## config.mk

```make
export PLATFORM = sky130hd
export DESIGN_NAME = led_matrix_text_scroller
export DESIGN_NICKNAME = d
export VERILOG_FILES = /design/src/hdl/lmts_pkg.sv /design/src/hdl/lmts_shift_unit.sv /design/src/hdl/lmts_ctrl.sv /design/src/hdl/led_matrix_text_scroller.sv
export SDC_FILE = /design/constraint.sdc
export NUM_CORES = 1
export LEC_CHECK = 0
export ABC_AREA = 1
export ABC_CLOCK_PERIOD_IN_PS = 2400
export BUFFER_PORTS_ARGS = -buffer_cell sky130_fd_sc_hd__buf_2
export CORE_MARGIN = 3
export CORE_UTILIZATION = 35
export DETAILED_ROUTE_END_ITERATION = 8
export SYNTH_ARGS = -nofsm -noshare
export SYNTH_HDL_FRONTEND = slang
export SYNTH_HIERARCHICAL = 1
export SYNTH_SLANG_ARGS = --single-unit
```

## constraint.sdc

```tcl
create_clock -name clk -period 2.4 [get_ports clk]
set_input_delay 0.48 -clock clk [delete_from_list [all_inputs] [get_ports clk]]
set_output_delay 0.48 -clock clk [all_outputs]
set_load 0.03 [all_outputs]
```

## src/hdl/lmts_pkg.sv

```systemverilog
// Shared types, command codes and font table for the LED matrix text scroller.
// No dependencies; imported by the sequencer, the shift unit and the top level.
package lmts_pkg;

  localparam int unsigned ROWS = 8;
  localparam int unsigned ROW_W = 8;
  localparam int unsigned ROW_IDX_W = 3;
  localparam int unsigned FRAME_IDX_W = 3;
  localparam int unsigned GLYPH_IDX_W = 5;

  localparam logic [7:0] CHAR_A = 8'h41;
  localparam logic [7:0] CHAR_Z = 8'h5A;
  localparam logic [7:0] CHAR_SPACE = 8'h20;

  // Frame count minus one for each run.
  localparam logic [FRAME_IDX_W-1:0] START_LAST = 3'd7;
  localparam logic [FRAME_IDX_W-1:0] GLYPH_LAST = 3'd6;
  localparam logic [FRAME_IDX_W-1:0] SPACE_LAST = 3'd2;
  localparam logic [FRAME_IDX_W-1:0] FINISH_LAST = 3'd6;

  typedef enum logic [1:0] {
    CMD_START  = 2'd0,
    CMD_CHAR   = 2'd1,
    CMD_FINISH = 2'd2,
    CMD_NONE   = 2'd3
  } cmd_t;

  typedef enum logic {
    ST_IDLE = 1'b0,
    ST_RUN  = 1'b1
  } state_t;

  typedef struct packed {
    logic                   clear;
    logic                   step;
    logic [ROW_IDX_W-1:0]   row_idx;
    logic [FRAME_IDX_W-1:0] frame_idx;
    logic                   shift_en;
    logic                   use_glyph;
    logic [GLYPH_IDX_W-1:0] glyph_idx;
    logic                   frame_end;
    logic                   last;
  } run_ctrl_t;

  function automatic logic [7:0] font_row(input logic [GLYPH_IDX_W-1:0] g,
                                          input logic [ROW_IDX_W-1:0] r);
    logic [63:0] glyph;
    case (g)
      5'd0:  glyph = 64'h003c42427e424242;
      5'd1:  glyph = 64'h007c42427e42427c;
      5'd2:  glyph = 64'h003c42404040423c;
      5'd3:  glyph = 64'h007c42424242427c;
      5'd4:  glyph = 64'h007e40407c40407e;
      5'd5:  glyph = 64'h007e40407c404040;
      5'd6:  glyph = 64'h003c42404742423c;
      5'd7:  glyph = 64'h004242427e424242;
      5'd8:  glyph = 64'h007e18181818187e;
      5'd9:  glyph = 64'h007e181818185830;
      5'd10: glyph = 64'h0044444870484442;
      5'd11: glyph = 64'h004040404040407e;
      5'd12: glyph = 64'h0042665a5a424242;
      5'd13: glyph = 64'h004262524a464242;
      5'd14: glyph = 64'h003c42424242423c;
      5'd15: glyph = 64'h007c42427c404040;
      5'd16: glyph = 64'h003c4242424a463b;
      5'd17: glyph = 64'h007c42427c484442;
      5'd18: glyph = 64'h003c42403c02423c;
      5'd19: glyph = 64'h007e181818181818;
      5'd20: glyph = 64'h004242424242423c;
      5'd21: glyph = 64'h0042424242422418;
      5'd22: glyph = 64'h00425a5a5a5a5a3c;
      5'd23: glyph = 64'h0042241818182442;
      5'd24: glyph = 64'h0062361c18306040;
      5'd25: glyph = 64'h007e060c1830607e;
      default: glyph = 64'h0;
    endcase
    font_row = glyph[(7 - r) * 8 +: 8];
  endfunction

endpackage

```

## src/hdl/lmts_shift_unit.sv

```systemverilog
// Shared row shifter: when enabled, shifts one frame row left and feeds in a font or zero bit.
// Depends on lmts_pkg for widths and the font table.
module lmts_shift_unit
  import lmts_pkg::*;
(
  input  logic [ROW_W-1:0]       row_in,
  input  logic [ROW_IDX_W-1:0]   row_idx,
  input  logic [FRAME_IDX_W-1:0] frame_idx,
  input  logic [GLYPH_IDX_W-1:0] glyph_idx,
  input  logic                   use_glyph,
  input  logic                   shift_en,
  output logic [ROW_W-1:0]       row_out
);

  logic [ROW_W-1:0] glyph_row;
  logic             feed_bit;

  always_comb begin
    glyph_row = font_row(glyph_idx, row_idx);
    feed_bit  = use_glyph & glyph_row[3'd7 - frame_idx];
    if (shift_en) begin
      row_out = {row_in[ROW_W-2:0], feed_bit};
    end else begin
      row_out = row_in;
    end
  end

endmodule

```

## src/hdl/lmts_ctrl.sv

```systemverilog
// Sequencer: decodes a command beat and steps row and frame counters per output beat.
// Depends on lmts_pkg for command codes, states and the run control struct.
module lmts_ctrl
  import lmts_pkg::*;
(
  input  logic      clk,
  input  logic      rst_n,
  input  logic      in_tvalid,
  input  logic [1:0] in_cmd,
  input  logic [7:0] in_char,
  input  logic      slot_free,
  output logic      in_tready,
  output run_ctrl_t ctrl
);

  state_t                 state_r, state_nxt;
  logic [ROW_IDX_W-1:0]   row_r, row_nxt;
  logic [FRAME_IDX_W-1:0] frame_r, frame_nxt;
  logic [FRAME_IDX_W-1:0] frames_last_r, frames_last_nxt;
  logic                   shift_r, shift_nxt;
  logic                   glyph_r, glyph_nxt;
  logic [GLYPH_IDX_W-1:0] gidx_r, gidx_nxt;
  logic                   accept;
  logic                   is_letter;
  logic [7:0]             char_off;

  always_ff @(posedge clk) begin
    if (!rst_n) begin
      state_r       <= ST_IDLE;
      row_r         <= '0;
      frame_r       <= '0;
      frames_last_r <= '0;
      shift_r       <= 1'b0;
      glyph_r       <= 1'b0;
      gidx_r        <= '0;
    end else begin
      state_r       <= state_nxt;
      row_r         <= row_nxt;
      frame_r       <= frame_nxt;
      frames_last_r <= frames_last_nxt;
      shift_r       <= shift_nxt;
      glyph_r       <= glyph_nxt;
      gidx_r        <= gidx_nxt;
    end
  end

  always_comb begin
    in_tready       = (state_r == ST_IDLE);
    accept          = in_tvalid && in_tready;
    is_letter       = (in_char >= CHAR_A) && (in_char <= CHAR_Z);
    char_off        = in_char - CHAR_A;
    state_nxt       = state_r;
    row_nxt         = row_r;
    frame_nxt       = frame_r;
    frames_last_nxt = frames_last_r;
    shift_nxt       = shift_r;
    glyph_nxt       = glyph_r;
    gidx_nxt        = gidx_r;

    ctrl.clear     = 1'b0;
    ctrl.step      = 1'b0;
    ctrl.row_idx   = row_r;
    ctrl.frame_idx = frame_r;
    ctrl.shift_en  = shift_r;
    ctrl.use_glyph = glyph_r;
    ctrl.glyph_idx = gidx_r;
    ctrl.frame_end = (row_r == 3'd7);
    ctrl.last      = (row_r == 3'd7) && (frame_r == frames_last_r);

    unique case (state_r)
      ST_IDLE: begin
        row_nxt   = '0;
        frame_nxt = '0;
        if (accept) begin
          unique case (cmd_t'(in_cmd))
            CMD_START: begin
              ctrl.clear      = 1'b1;
              state_nxt       = ST_RUN;
              frames_last_nxt = START_LAST;
              shift_nxt       = 1'b0;
              glyph_nxt       = 1'b0;
            end
            CMD_CHAR: begin
              if (is_letter) begin
                state_nxt       = ST_RUN;
                frames_last_nxt = GLYPH_LAST;
                shift_nxt       = 1'b1;
                glyph_nxt       = 1'b1;
                gidx_nxt        = char_off[GLYPH_IDX_W-1:0];
              end else if (in_char == CHAR_SPACE) begin
                state_nxt       = ST_RUN;
                frames_last_nxt = SPACE_LAST;
                shift_nxt       = 1'b1;
                glyph_nxt       = 1'b0;
              end
            end
            CMD_FINISH: begin
              state_nxt       = ST_RUN;
              frames_last_nxt = FINISH_LAST;
              shift_nxt       = 1'b1;
              glyph_nxt       = 1'b0;
            end
            CMD_NONE: begin
              state_nxt = ST_IDLE;
            end
            default: state_nxt = ST_IDLE;
          endcase
        end
      end
      ST_RUN: begin
        if (slot_free) begin
          ctrl.step = 1'b1;
          row_nxt   = row_r + 3'd1;
          if (row_r == 3'd7) begin
            frame_nxt = frame_r + 3'd1;
            if (frame_r == frames_last_r) begin
              state_nxt = ST_IDLE;
            end
          end
        end
      end
      default: state_nxt = ST_IDLE;
    endcase
  end

endmodule

```

## src/hdl/led_matrix_text_scroller.sv

```systemverilog
// Top level of the LED matrix text scroller: frame buffer, output register, sequencer.
// Depends on lmts_pkg, lmts_ctrl and lmts_shift_unit.
//
//  channel  | ports                  | tdata (low bit up)                 | tuser / tlast
//  ---------+------------------------+------------------------------------+------------------
//  input    | in_tvalid/tready       | char_code[7:0]                     | tuser: cmd[1:0]
//  output   | out_tvalid/tready      | row_address[3:0], row_pattern[7:0] | tuser: frame_end
//           |                        |                                    | tlast: last
//
// Start and finish, letters and space emit 8, 7, 7 and 3 frames of 8 row beats.
// One row beat per cycle through the shared row shifter while the output is not stalled.
// Ignored commands emit nothing.
// Output stalls hold the sequencer in place; input is taken only when idle.
// Synchronous active-low reset clears the frame buffer and all control state.
module led_matrix_text_scroller
  import lmts_pkg::*;
(
  input  logic        clk,
  input  logic        rst_n,
  input  logic        in_tvalid,
  output logic        in_tready,
  input  logic [7:0]  in_tdata,   // char_code[7:0]
  input  logic [1:0]  in_tuser,   // cmd[1:0]
  output logic        out_tvalid,
  input  logic        out_tready,
  output logic [15:0] out_tdata,  // row_address[3:0], row_pattern[11:4], zero pad
  output logic        out_tuser,  // frame_end
  output logic        out_tlast   // last
);

  run_ctrl_t        ctrl;
  logic             slot_free;
  logic [ROW_W-1:0] frame_rows_r [ROWS];
  logic [ROW_W-1:0] row_cur;
  logic [ROW_W-1:0] row_new;
  logic             out_valid_r;
  logic [3:0]       out_addr_r;
  logic [ROW_W-1:0] out_pat_r;
  logic             out_fend_r;
  logic             out_last_r;

  assign slot_free = !out_valid_r || out_tready;
  assign row_cur   = frame_rows_r[ctrl.row_idx];

  lmts_ctrl u_ctrl (
    .clk       (clk),
    .rst_n     (rst_n),
    .in_tvalid (in_tvalid),
    .in_cmd    (in_tuser),
    .in_char   (in_tdata),
    .slot_free (slot_free),
    .in_tready (in_tready),
    .ctrl      (ctrl)
  );

  lmts_shift_unit u_shift (
    .row_in    (row_cur),
    .row_idx   (ctrl.row_idx),
    .frame_idx (ctrl.frame_idx),
    .glyph_idx (ctrl.glyph_idx),
    .use_glyph (ctrl.use_glyph),
    .shift_en  (ctrl.shift_en),
    .row_out   (row_new)
  );

  always_ff @(posedge clk) begin
    if (!rst_n) begin
      for (int i = 0; i < ROWS; i++) begin
        frame_rows_r[i] <= '0;
      end
    end else if (ctrl.clear) begin
      for (int i = 0; i < ROWS; i++) begin
        frame_rows_r[i] <= '0;
      end
    end else if (ctrl.step) begin
      frame_rows_r[ctrl.row_idx] <= row_new;
    end
  end

  always_ff @(posedge clk) begin
    if (!rst_n) begin
      out_valid_r <= 1'b0;
    end else if (ctrl.step) begin
      out_valid_r <= 1'b1;
    end else if (out_tready) begin
      out_valid_r <= 1'b0;
    end
  end

  always_ff @(posedge clk) begin
    if (ctrl.step) begin
      out_addr_r <= {1'b0, ctrl.row_idx} + 4'd1;
      out_pat_r  <= row_new;
      out_fend_r <= ctrl.frame_end;
      out_last_r <= ctrl.last;
    end
  end

  assign out_tvalid = out_valid_r;
  assign out_tdata  = {4'd0, out_pat_r, out_addr_r};
  assign out_tuser  = out_fend_r;
  assign out_tlast  = out_last_r;

endmodule

```

## Word-level counts from Yosys, hierarchy flattened

Memory sizes are Yosys's and may differ from the RTL's. A register that Yosys moved wholly into a read port is not among the register bits.
Index checks and enable logic that the tools add are counted.

| storage, ports and cells | value |
|---|---|
| flip-flop bits (word level) | 32 |
| bits in writable memories | 64 |
| ROM bits | 1376 |
| bits of input ports | 14 |
| output and inout port bits | 20 |
| memories | 2 |

Memories:

| name | depth | bits a word | rd ports | clocked after Yosys merged registers in | write ports | RTL line | RTL |
|---|---|---|---|---|---|---|---|
| (name not given) | 32 | 43 | 1 | 1 | 0 | lmts_pkg.sv:48 | `case (g)` |
| frame_rows_r | 8 | 8 | 1 | 1 | 8 | led_matrix_text_scroller.sv:33 | `logic [ROW_W-1:0] frame_rows_r [ROWS];` |

| cells by class | value |
|---|---|
| add/subtract/negate cells | 6 |
| $lt $le $gt $ge | 3 |
| equal/unequal tests | 9 |
| shifts and indexed selects | 1 |
| muxes and demuxes | 55 |
| bitwise operators | 10 |
| reduce and logical (&&, ||, !) cells | 15 |

Operators with widths:

| cell | number |
|---|---|
| $mux W8 | 10 |
| $shiftx A64 B33 Y8 | 1 |
| $mux W1 | 27 |
| $mux W3 | 8 |
| $pmux W3 S2 | 2 |
| $reduce_and A4 Y1 | 3 |
| $mux W5 | 2 |
| $pmux W3 S3 | 1 |
| $eq A8 B6 Y1 const B | 1 |
| $ge A8 B7 Y1 const B | 1 |
| $le A8 B7 Y1 const B | 1 |
| $or A1 B1 Y1 | 8 |
| $reduce_or A8 Y1 | 1 |
| $add A3 B1 Y3 const B | 2 |
| $pmux W1 S3 | 2 |
| $sub A5 B1 Y5 const B | 1 |
| $add A3 B1 Y4 const B | 1 |
| $eq A2 B2 Y1 const B | 2 |
| $lt A3 B4 Y1 const B | 1 |
| $ne A2 B2 Y1 const B | 2 |
| $pmux W1 S2 | 2 |
| $reduce_bool A2 Y1 | 2 |
| $sub A3 B3 Y4 const A | 1 |
| $bmux W1 S3 | 1 |
| 14 further kinds | 16 |

## Longest topological paths before layout

Gate-level depths: netlist of the first run.

| depth | value |
|---|---|
| depth after elaboration | 10 |
| mapped depth | 22 |
| depth with buffers taken out | 20 |

## Hierarchy

Netlist of the first run, hierarchy kept.

Modules (own cells, without submodules):

| module | times used | cells an instance | area each (um^2) | sequential area each (um^2) |
|---|---|---|---|---|
| led_matrix_text_scroller | 1 | 374 | 3618.5 | 2362.3 |
| lmts_shift_unit | 1 | 324 | 1595.3 | 0.0 |
| lmts_ctrl | 1 | 159 | 1152.4 | 340.3 |

## Least setup slack after synthesis of the first run

No wires, ideal clock.

| timing | value |
|---|---|
| path type | flip-flop to flip-flop |
| start | register, netlist name u_ctrl/gidx_r[1] |
| end | memory frame_rows_r[0][0], data pin |
| library setup time | 0.259 ns |
| data arrival time | 2.203 ns |
| data required time | 2.141 ns |
| setup slack | -0.062 ns |
| stages on the path, launching flop included | 20 |
| buffers on the path | 0 |
| period minus slack after synthesis | 2.462 ns |
| cells stage by stage | dfxtp_1 > inv_1 > ha_1 > nand2_1 > inv_1 > nor2_1 > nand2_1 > and2_0 > a21oi_1 > nand2_1 > nand2_1 > nand2_1 > nand2_1 > nand2_1 > nand2_1 > nand2_1 > nand2_1 > nand2_1 > inv_1 > nor2_1 |

RTL lines:

| what | RTL line |
|---|---|
| end, declared | led_matrix_text_scroller.sv:33 |

==> results of run 1 <==
## flip-flops by register name, summed over array words and instances (netlist names)
register	flops
out_tvalid	1
out_tlast	1
u_ctrl/row_r	3
u_ctrl/state_r	1
u_ctrl/gidx_r	5
u_ctrl/frames_last_r	3
u_ctrl/shift_r	1
out_addr_r	4
out_tuser	1
frame_rows_r	64
u_ctrl/frame_r	3
u_ctrl/glyph_r	1
out_pat_r	8
## power by group through the flow
stage	Sequential, W	Clock [W]	Combinational [W]
2_1_floorplan	0.00199	0	0.000397
3_3_place_gp	0.00196	0	0.000671
3_5_place_dp	0.00196	0	0.000672
4_1_cts	0.00193	0.00135	0.000676
5_1_grt	0.00194	0.00142	0.000771
6_report	0.00193	0.00132	0.000693
## final timing paths
| path | startpoint | end | slack (ps) |
|---|---|---|---|
| setup / recovery | u_ctrl/gidx_r[1] | frame_rows_r[3][0] | 180 |
| hold / removal | rst_n | out_tvalid | 380 |
| setup reg to reg | u_ctrl/gidx_r[1] | frame_rows_r[3][0] | 180 |
| hold reg to reg | u_ctrl/frames_last_r[0] | u_ctrl/frames_last_r[0] | 490 |
## per-layer routing
| metal | up-vias | routed length, um |
|---|---|---|
| li1 | 2900 | - |
| met1 | 2676 | 8110 |
| met2 | 209 | 8070 |
| met3 | 35 | 1070 |
| met4 | 0 | 402 |
| met5 | - | 0 |
## logic make-up after synthesis
logic type | synth area share
buffers and inverters | 0.0879
and+or+nand+nor | 0.359
other | 0.000589
AOI/OAI and AO/OA | 0.0743
xor gates and xnor gates | 0.00825
DFF | 0.425
adders and majority gates | 0.0452
## cells in the final DEF (no fill, tap or decap), types with 4 or more instances in the layout
cell type    n
nor2_2      10
clkbuf_16    9
nand4_1      5
a21oi_2      8
nand3_2      4
dfxtp_1     13
buf_2       29
nor3_1      12
ha_1        15
o21ai_1      7
conb_1       4
ha_4         4
inv_1       63
nand3_1     31
nand2_2     28
buf_4       70
nor2_1     118
inv_2        5
xor2_1       5
buf_12       4
a31oi_1      5
ha_2         4
o21ai_0     15
edfxtp_1    78
a21oi_1     37
nand2_1    309
## cell type report
| type | instances | area, um2 |
|---|---|---|
| clock buffers | 10 | 229 |
| clock inverters | 4 | 30.0 |
| fillers | 1815 | 9930 |
| inverters | 75 | 305 |
| multi-input cells | 652 | 3260 |
| flip-flops and latches | 96 | 2720 |
| well taps | 225 | 282 |
| repair buffers | 106 | 785 |
## worst reg2reg max path: stages (launching register included)
cell,delay (ps)
dfxtp_4,400
inv_4,60
buf_4,140
ha_1,210
nand2_1,70
nand2_1,50
nand2_1,60
nand2_1,80
a31oi_2,210
nand4_1,110
nand2_1,110
nand2_1,60
nand2_1,50
nand2_1,60
nand2_1,50
nand2_1,60
nand2_2,100
clkinv_4,100
nor2_1,110
## metrics by stage
step | util | hold WS, ps | total power, W
floorplan | - | 440 | 0.00238
global placement | 0.407 | 473 | 0.00263
CTS | 0.421 | 372 | 0.00395
finish | 0.434 | 379 | 0.00394
global route | 0.434 | 390 | 0.00413
detailed placement | 0.407 | 482 | 0.00264
## timing repair
item                       in CTS  in global routing
resized for setup               2                 58
pin swaps                       0                  8
setup endpoints to repair       8                 31
buffers inserted                0                  5
==> metrics, run 1 <==
P per Cell Area between 500 and 600 nW/um2; Total GRT Usage 0.181; Placed Area 7130 um2; vias per cell 4.98; TritonCTS Buffers 9; logic gate share of total power 0.176; cell area after layout 7610 um2; slowest cell delay on critical path around 400 ps; setup slack at placement -91.7 ps; Worst-Skew Late Latency 350 ps; Max Clock Freq 449 MHz; CP bufs+invs 3; Diodes inserted 0; GR Layer Usage met3 0.0292; met2 usage 0.282; Crit path depth 18; htree depth 3; sequential fraction of the synthesis area 0.425; root buffer cell clkbuf_16; Final Routed Wirelength around 18000 um; Synth area leaders edfxtp_1 37%, nand2_1 19%, nor2_1 7.3%, dfxtp_1 5.7%, ha_1 4.5%; Slowest-stage cell, CP dfxtp_4; Seq pwr share 0.489; core area 17500 um2; M1 GR Usage 0.257; routed len/inst 15.1 um; Synth Cell Area roughly 6400 um2; setup TNS 0 ps; Placed Cells between 1000 and 1500; port bufs 29; Final period util 0.927; Vias 5820; CTS tree built; leak pwr 3.47 nW; Critical Path AT 2440 ps; RSZ-0062 raised after global routing true; Hold Vio Cnt, Final 0; die area 19800 um2; CP delay by family, top simple AND/OR/NAND/NOR gates; P_sw 0.00113 W; CTS clk-pin slew, worst paths 70 ps; internal power 0.00281 W; GP Congestion 0.960; post-synth top area share 0.368; Clock power frac 0.335; Sink Count 96; crit path time final roughly 2200 ps; Synth Warn # 6; run status finished clean; syn_area_per_cell 7.43 um2; worst setup margin roughly 180 ps; Initial DRT Pass Iterations 5; Synth Instances about 860; Clock Tree Buf Depth 2; CP startpoint kind flip-flop; first-pass GRT wire length 28800 um; antenna violations before repair 0; Async SR Flop Fraction 0; CP Capture Type flip-flop; count of cell types in the netlist 47; crit path kind reg -> reg; critical path, cell by cell inv_4, buf_4, ha_1, nand2_1, nand2_1, nand2_1, nand2_1, a31oi_2, nand4_1, nand2_1, nand2_1, nand2_1, nand2_1, nand2_1, nand2_1, nand2_2, clkinv_4, nor2_1; total gr overflow 0; area delta synth->final 19.5%; CP required about 2600 ps; Post-Layout Cell Count 1168; WHS Path Cells 3; Max-Cap Viols 0; Die W 141 um; DRC 0; setup violators final 0; crit path max fanout 8; most frequent cells after synthesis 321 x nand2_1, 123 x nor2_1, 78 x edfxtp_1, 67 x inv_1, 41 x a21oi_1; Site Rows 48; Max VDD drop 0.445 mV; DIE HEIGHT 141 um; largest net degree at the start of global routing 35; Post-synth EDFFs 78; DPL Wire Length 12900 um; most frequent CP cell nand2_1; count leader, synth nand2_1; Layout Nets 977; Worst R2R Path Depth 18; clk_skew 7.88 ps; initial core utilization 0.363; Switching Fraction 0.286; Detail Route Antenna Nets 0; vias in the first global route 5475; starting DRC count in detailed routing 577; hold_buf cts 0; final slew viol count 0; Primary FF master, synth edfxtp_1; hold crit path type in -> reg; Yosys top cell by area edfxtp_1; ratio of cells with drive above 1 in the final layout 0.225; GR peak layer met2; Boundary Pins 34; Yosys reg bits 96
No activity file was read; power rests on OpenSTA's default activity.
==> run 2, diff against run 1 <==
--- a/config.mk
+++ b/config.mk
@@ -11,6 +11,7 @@
 export CORE_MARGIN = 3
 export CORE_UTILIZATION = 35
 export DETAILED_ROUTE_END_ITERATION = 8
+export MAX_ROUTING_LAYER = met4
 export SYNTH_ARGS = -nofsm -noshare
 export SYNTH_HDL_FRONTEND = slang
 export SYNTH_HIERARCHICAL = 1
==> metrics, run 2 (synthesis results as in run 1) <==
htree depth 3 (unchanged); Hold Vio Cnt, Final 0 (unchanged); antenna violations before repair 0 (unchanged); crit path max fanout 8 (unchanged); slowest cell delay on critical path 340 ps (was 400 ps); final slew viol count 0 (unchanged); first-pass GRT wire length 28400 um (was 28800 um); crit path kind reg -> reg (unchanged); largest net degree at the start of global routing 35 (unchanged); Critical Path AT 2350 ps (was 2440 ps); Max Clock Freq 445 MHz (was 449 MHz); Sink Count 96 (unchanged); port bufs 29 (unchanged); critical path, cell by cell inv_2, ha_2, nor2_1, nand2_1, a21oi_1, o21ai_0, nand3_1, nand2_1, a21oi_1, a21oi_2, nand2_1, nand2_2, inv_4, nor2_1 (was inv_4, buf_4, ha_1, nand2_1, nand2_1, nand2_1, nand2_1, a31oi_2, nand4_1, nand2_1, nand2_1, nand2_1, nand2_1, nand2_1, nand2_1, nand2_2, clkinv_4, nor2_1); GP Congestion 0.972 (was 0.960); Slowest-stage cell, CP dfxtp_2 (was dfxtp_4); Worst Hold Slack 372 ps (was 379 ps); CP Capture Type flip-flop (unchanged); Max-Cap Viols 0 (unchanged); die area 19800 um2 (unchanged); Clock Tree Buf Depth 2 (unchanged); run status finished clean (unchanged); DRC 0 (unchanged); Worst R2R Path Depth 14 (was 18); Final Routed Wirelength 17600 um (was 17700 um); ratio of cells with drive above 1 in the final layout 0.199 (was 0.225); total gr overflow 0 (unchanged); Worst-Skew Late Latency 350 ps (about the same); Total GRT Usage 0.184 (was 0.181); Die W 141 um (unchanged); cell area after layout 7600 um2 (was 7610 um2); TritonCTS Buffers 9 (unchanged); hold_buf cts 0 (unchanged); CP delay by family, top simple AND/OR/NAND/NOR gates (unchanged); Boundary Pins 34 (unchanged); routed len/inst 15.1 um (about the same); Detail Route Antenna Nets 0 (unchanged); RSZ-0062 raised after global routing true (unchanged); Slew headroom 0.651; Initial DRT Pass Iterations 5 (unchanged); hold crit path type in -> reg (unchanged); DPL Wire Length 12900 um (about the same); Diodes inserted 0 (unchanged); leak pwr 3.50 nW (was 3.47 nW); postcts setup bufs 0 (unchanged); Site Rows 48 (unchanged); Placed Area 7150 um2 (was 7130 um2); Largest register FFs 64 (unchanged); WHS Path Cells 3 (unchanged); Final period util 0.937 (was 0.927); CTS clk-pin slew, worst paths 70 ps (about the same); Crit path depth 14 (was 18); crit path time final 2250 ps (was 2220 ps); starting DRC count in detailed routing 548 (was 577); multi-input logic area 3190 um2 (was 3260 um2); setup violators final 0 (unchanged); Post-Layout Cell Count 1164 (was 1168); clk_skew 9.83 ps (was 7.88 ps); Biggest register frame_rows_r (unchanged); commonest cells after routing, fill and taps aside 316 x nand2_1, 121 x nor2_1, 78 x edfxtp_1, 64 x inv_1, 62 x buf_4 (was 309 x nand2_1, 118 x nor2_1, 78 x edfxtp_1, 70 x buf_4, 63 x inv_1); CP startpoint kind flip-flop (unchanged); Vias 5741 (was 5820); Seq. cell area 2710 um2 (was 2720 um2); CP bufs+invs 2 (was 3); CP required 2510 ps (was 2610 ps); CTS tree built (unchanged); leading registers by flop count frame_rows_r x64, out_pat_r x8, u_ctrl/gidx_r x5 (unchanged); vias per cell 4.93 (was 4.98); area delta synth->final 19.4% (was 19.5%); most common cell after layout, fill and taps aside nand2_1 (unchanged); P per Cell Area 568 nW/um2 (was 517 nW/um2); Max VDD drop 0.352 mV (was 0.445 mV); initial core utilization 0.363 (unchanged); most frequent CP cell nand2_1 (unchanged); vias in the first global route 5438 (was 5475); Fillers 1797 (was 1815); Placed Cells 1148 (was 1149); worst-margin pin slew roughly 520 ps; core area 17500 um2 (unchanged); DIE HEIGHT 141 um (unchanged); Layout Nets 971 (was 977); cells resized by post-CTS repair 2 (unchanged); root buffer cell clkbuf_16 (unchanged)
-- run 2: cell types whose count changed in the layout (fill, tap and decap cells not counted), sizes merged --
cell      previous run  this run
clkinv               3         2
clkinvlp             2         0
clkbuf              10         9
bufinv               0         3
buf                106       100
inv                 74        77
-- run 2: tightest hold or removal path: cells and delay by family --
| kind | cells | cell delay [ps] |
|---|---|---|
| compound gates | 1 | 40 |
| buf+inv | 2 | 150 |
-- run 2: layout make-up --
cell class,instances,share of cell area
repair buffers,100,0.101
clock inverters,7,0.0163
inverters,75,0.0390
flip-flops and latches,96,0.357
multi-input cells,652,0.420
well taps,225,0.0370
clock buffers,9,0.0296
-- run 2: worst paths after layout --
path,startpoint,end,slack (ps)
max,u_ctrl/gidx_r[0],frame_rows_r[5][0],150
min,rst_n,out_tvalid,370
max reg2reg,u_ctrl/gidx_r[0],frame_rows_r[5][0],150
min reg2reg,u_ctrl/frames_last_r[0],u_ctrl/frames_last_r[0],500
-- run 2: power by group --
| group | switching [W] | total, W | leakage (nW) | internal, W |
|---|---|---|---|---|
| clock | 0.000674 | 0.00171 | 0.172 | 0.00103 |
| combinational | 0.000465 | 0.000687 | 2.38 | 0.000222 |
| sequential | 0.0000358 | 0.00193 | 0.953 | 0.00189 |
| total | 0.00118 | 0.00432 | 3.50 | 0.00314 |
-- run 2: stage by stage --
step                utilization  total power [W]  setup slack (ps)  setup TNS [ps]
floorplan                     -          0.00238              2.74               0
global placement          0.408          0.00264             -12.5           -88.0
detailed placement        0.408          0.00264             -65.4            -470
CTS                       0.427          0.00434              16.8               0
global route              0.433          0.00449             -9.88           -14.5
finish                    0.433          0.00432               152               0
-- run 2: routing by layer --
| layer | up-vias | routed length [um] | global-route usage |
|---|---|---|---|
| li1 | 2890 | - | - |
| met1 | 2650 | 8580 | 0.262 |
| met2 | 170 | 7760 | 0.276 |
| met3 | 31 | 900 | 0.0268 |
| met4 | 0 | 388 | 0.0500 |
| met5 | - | 0 | - |
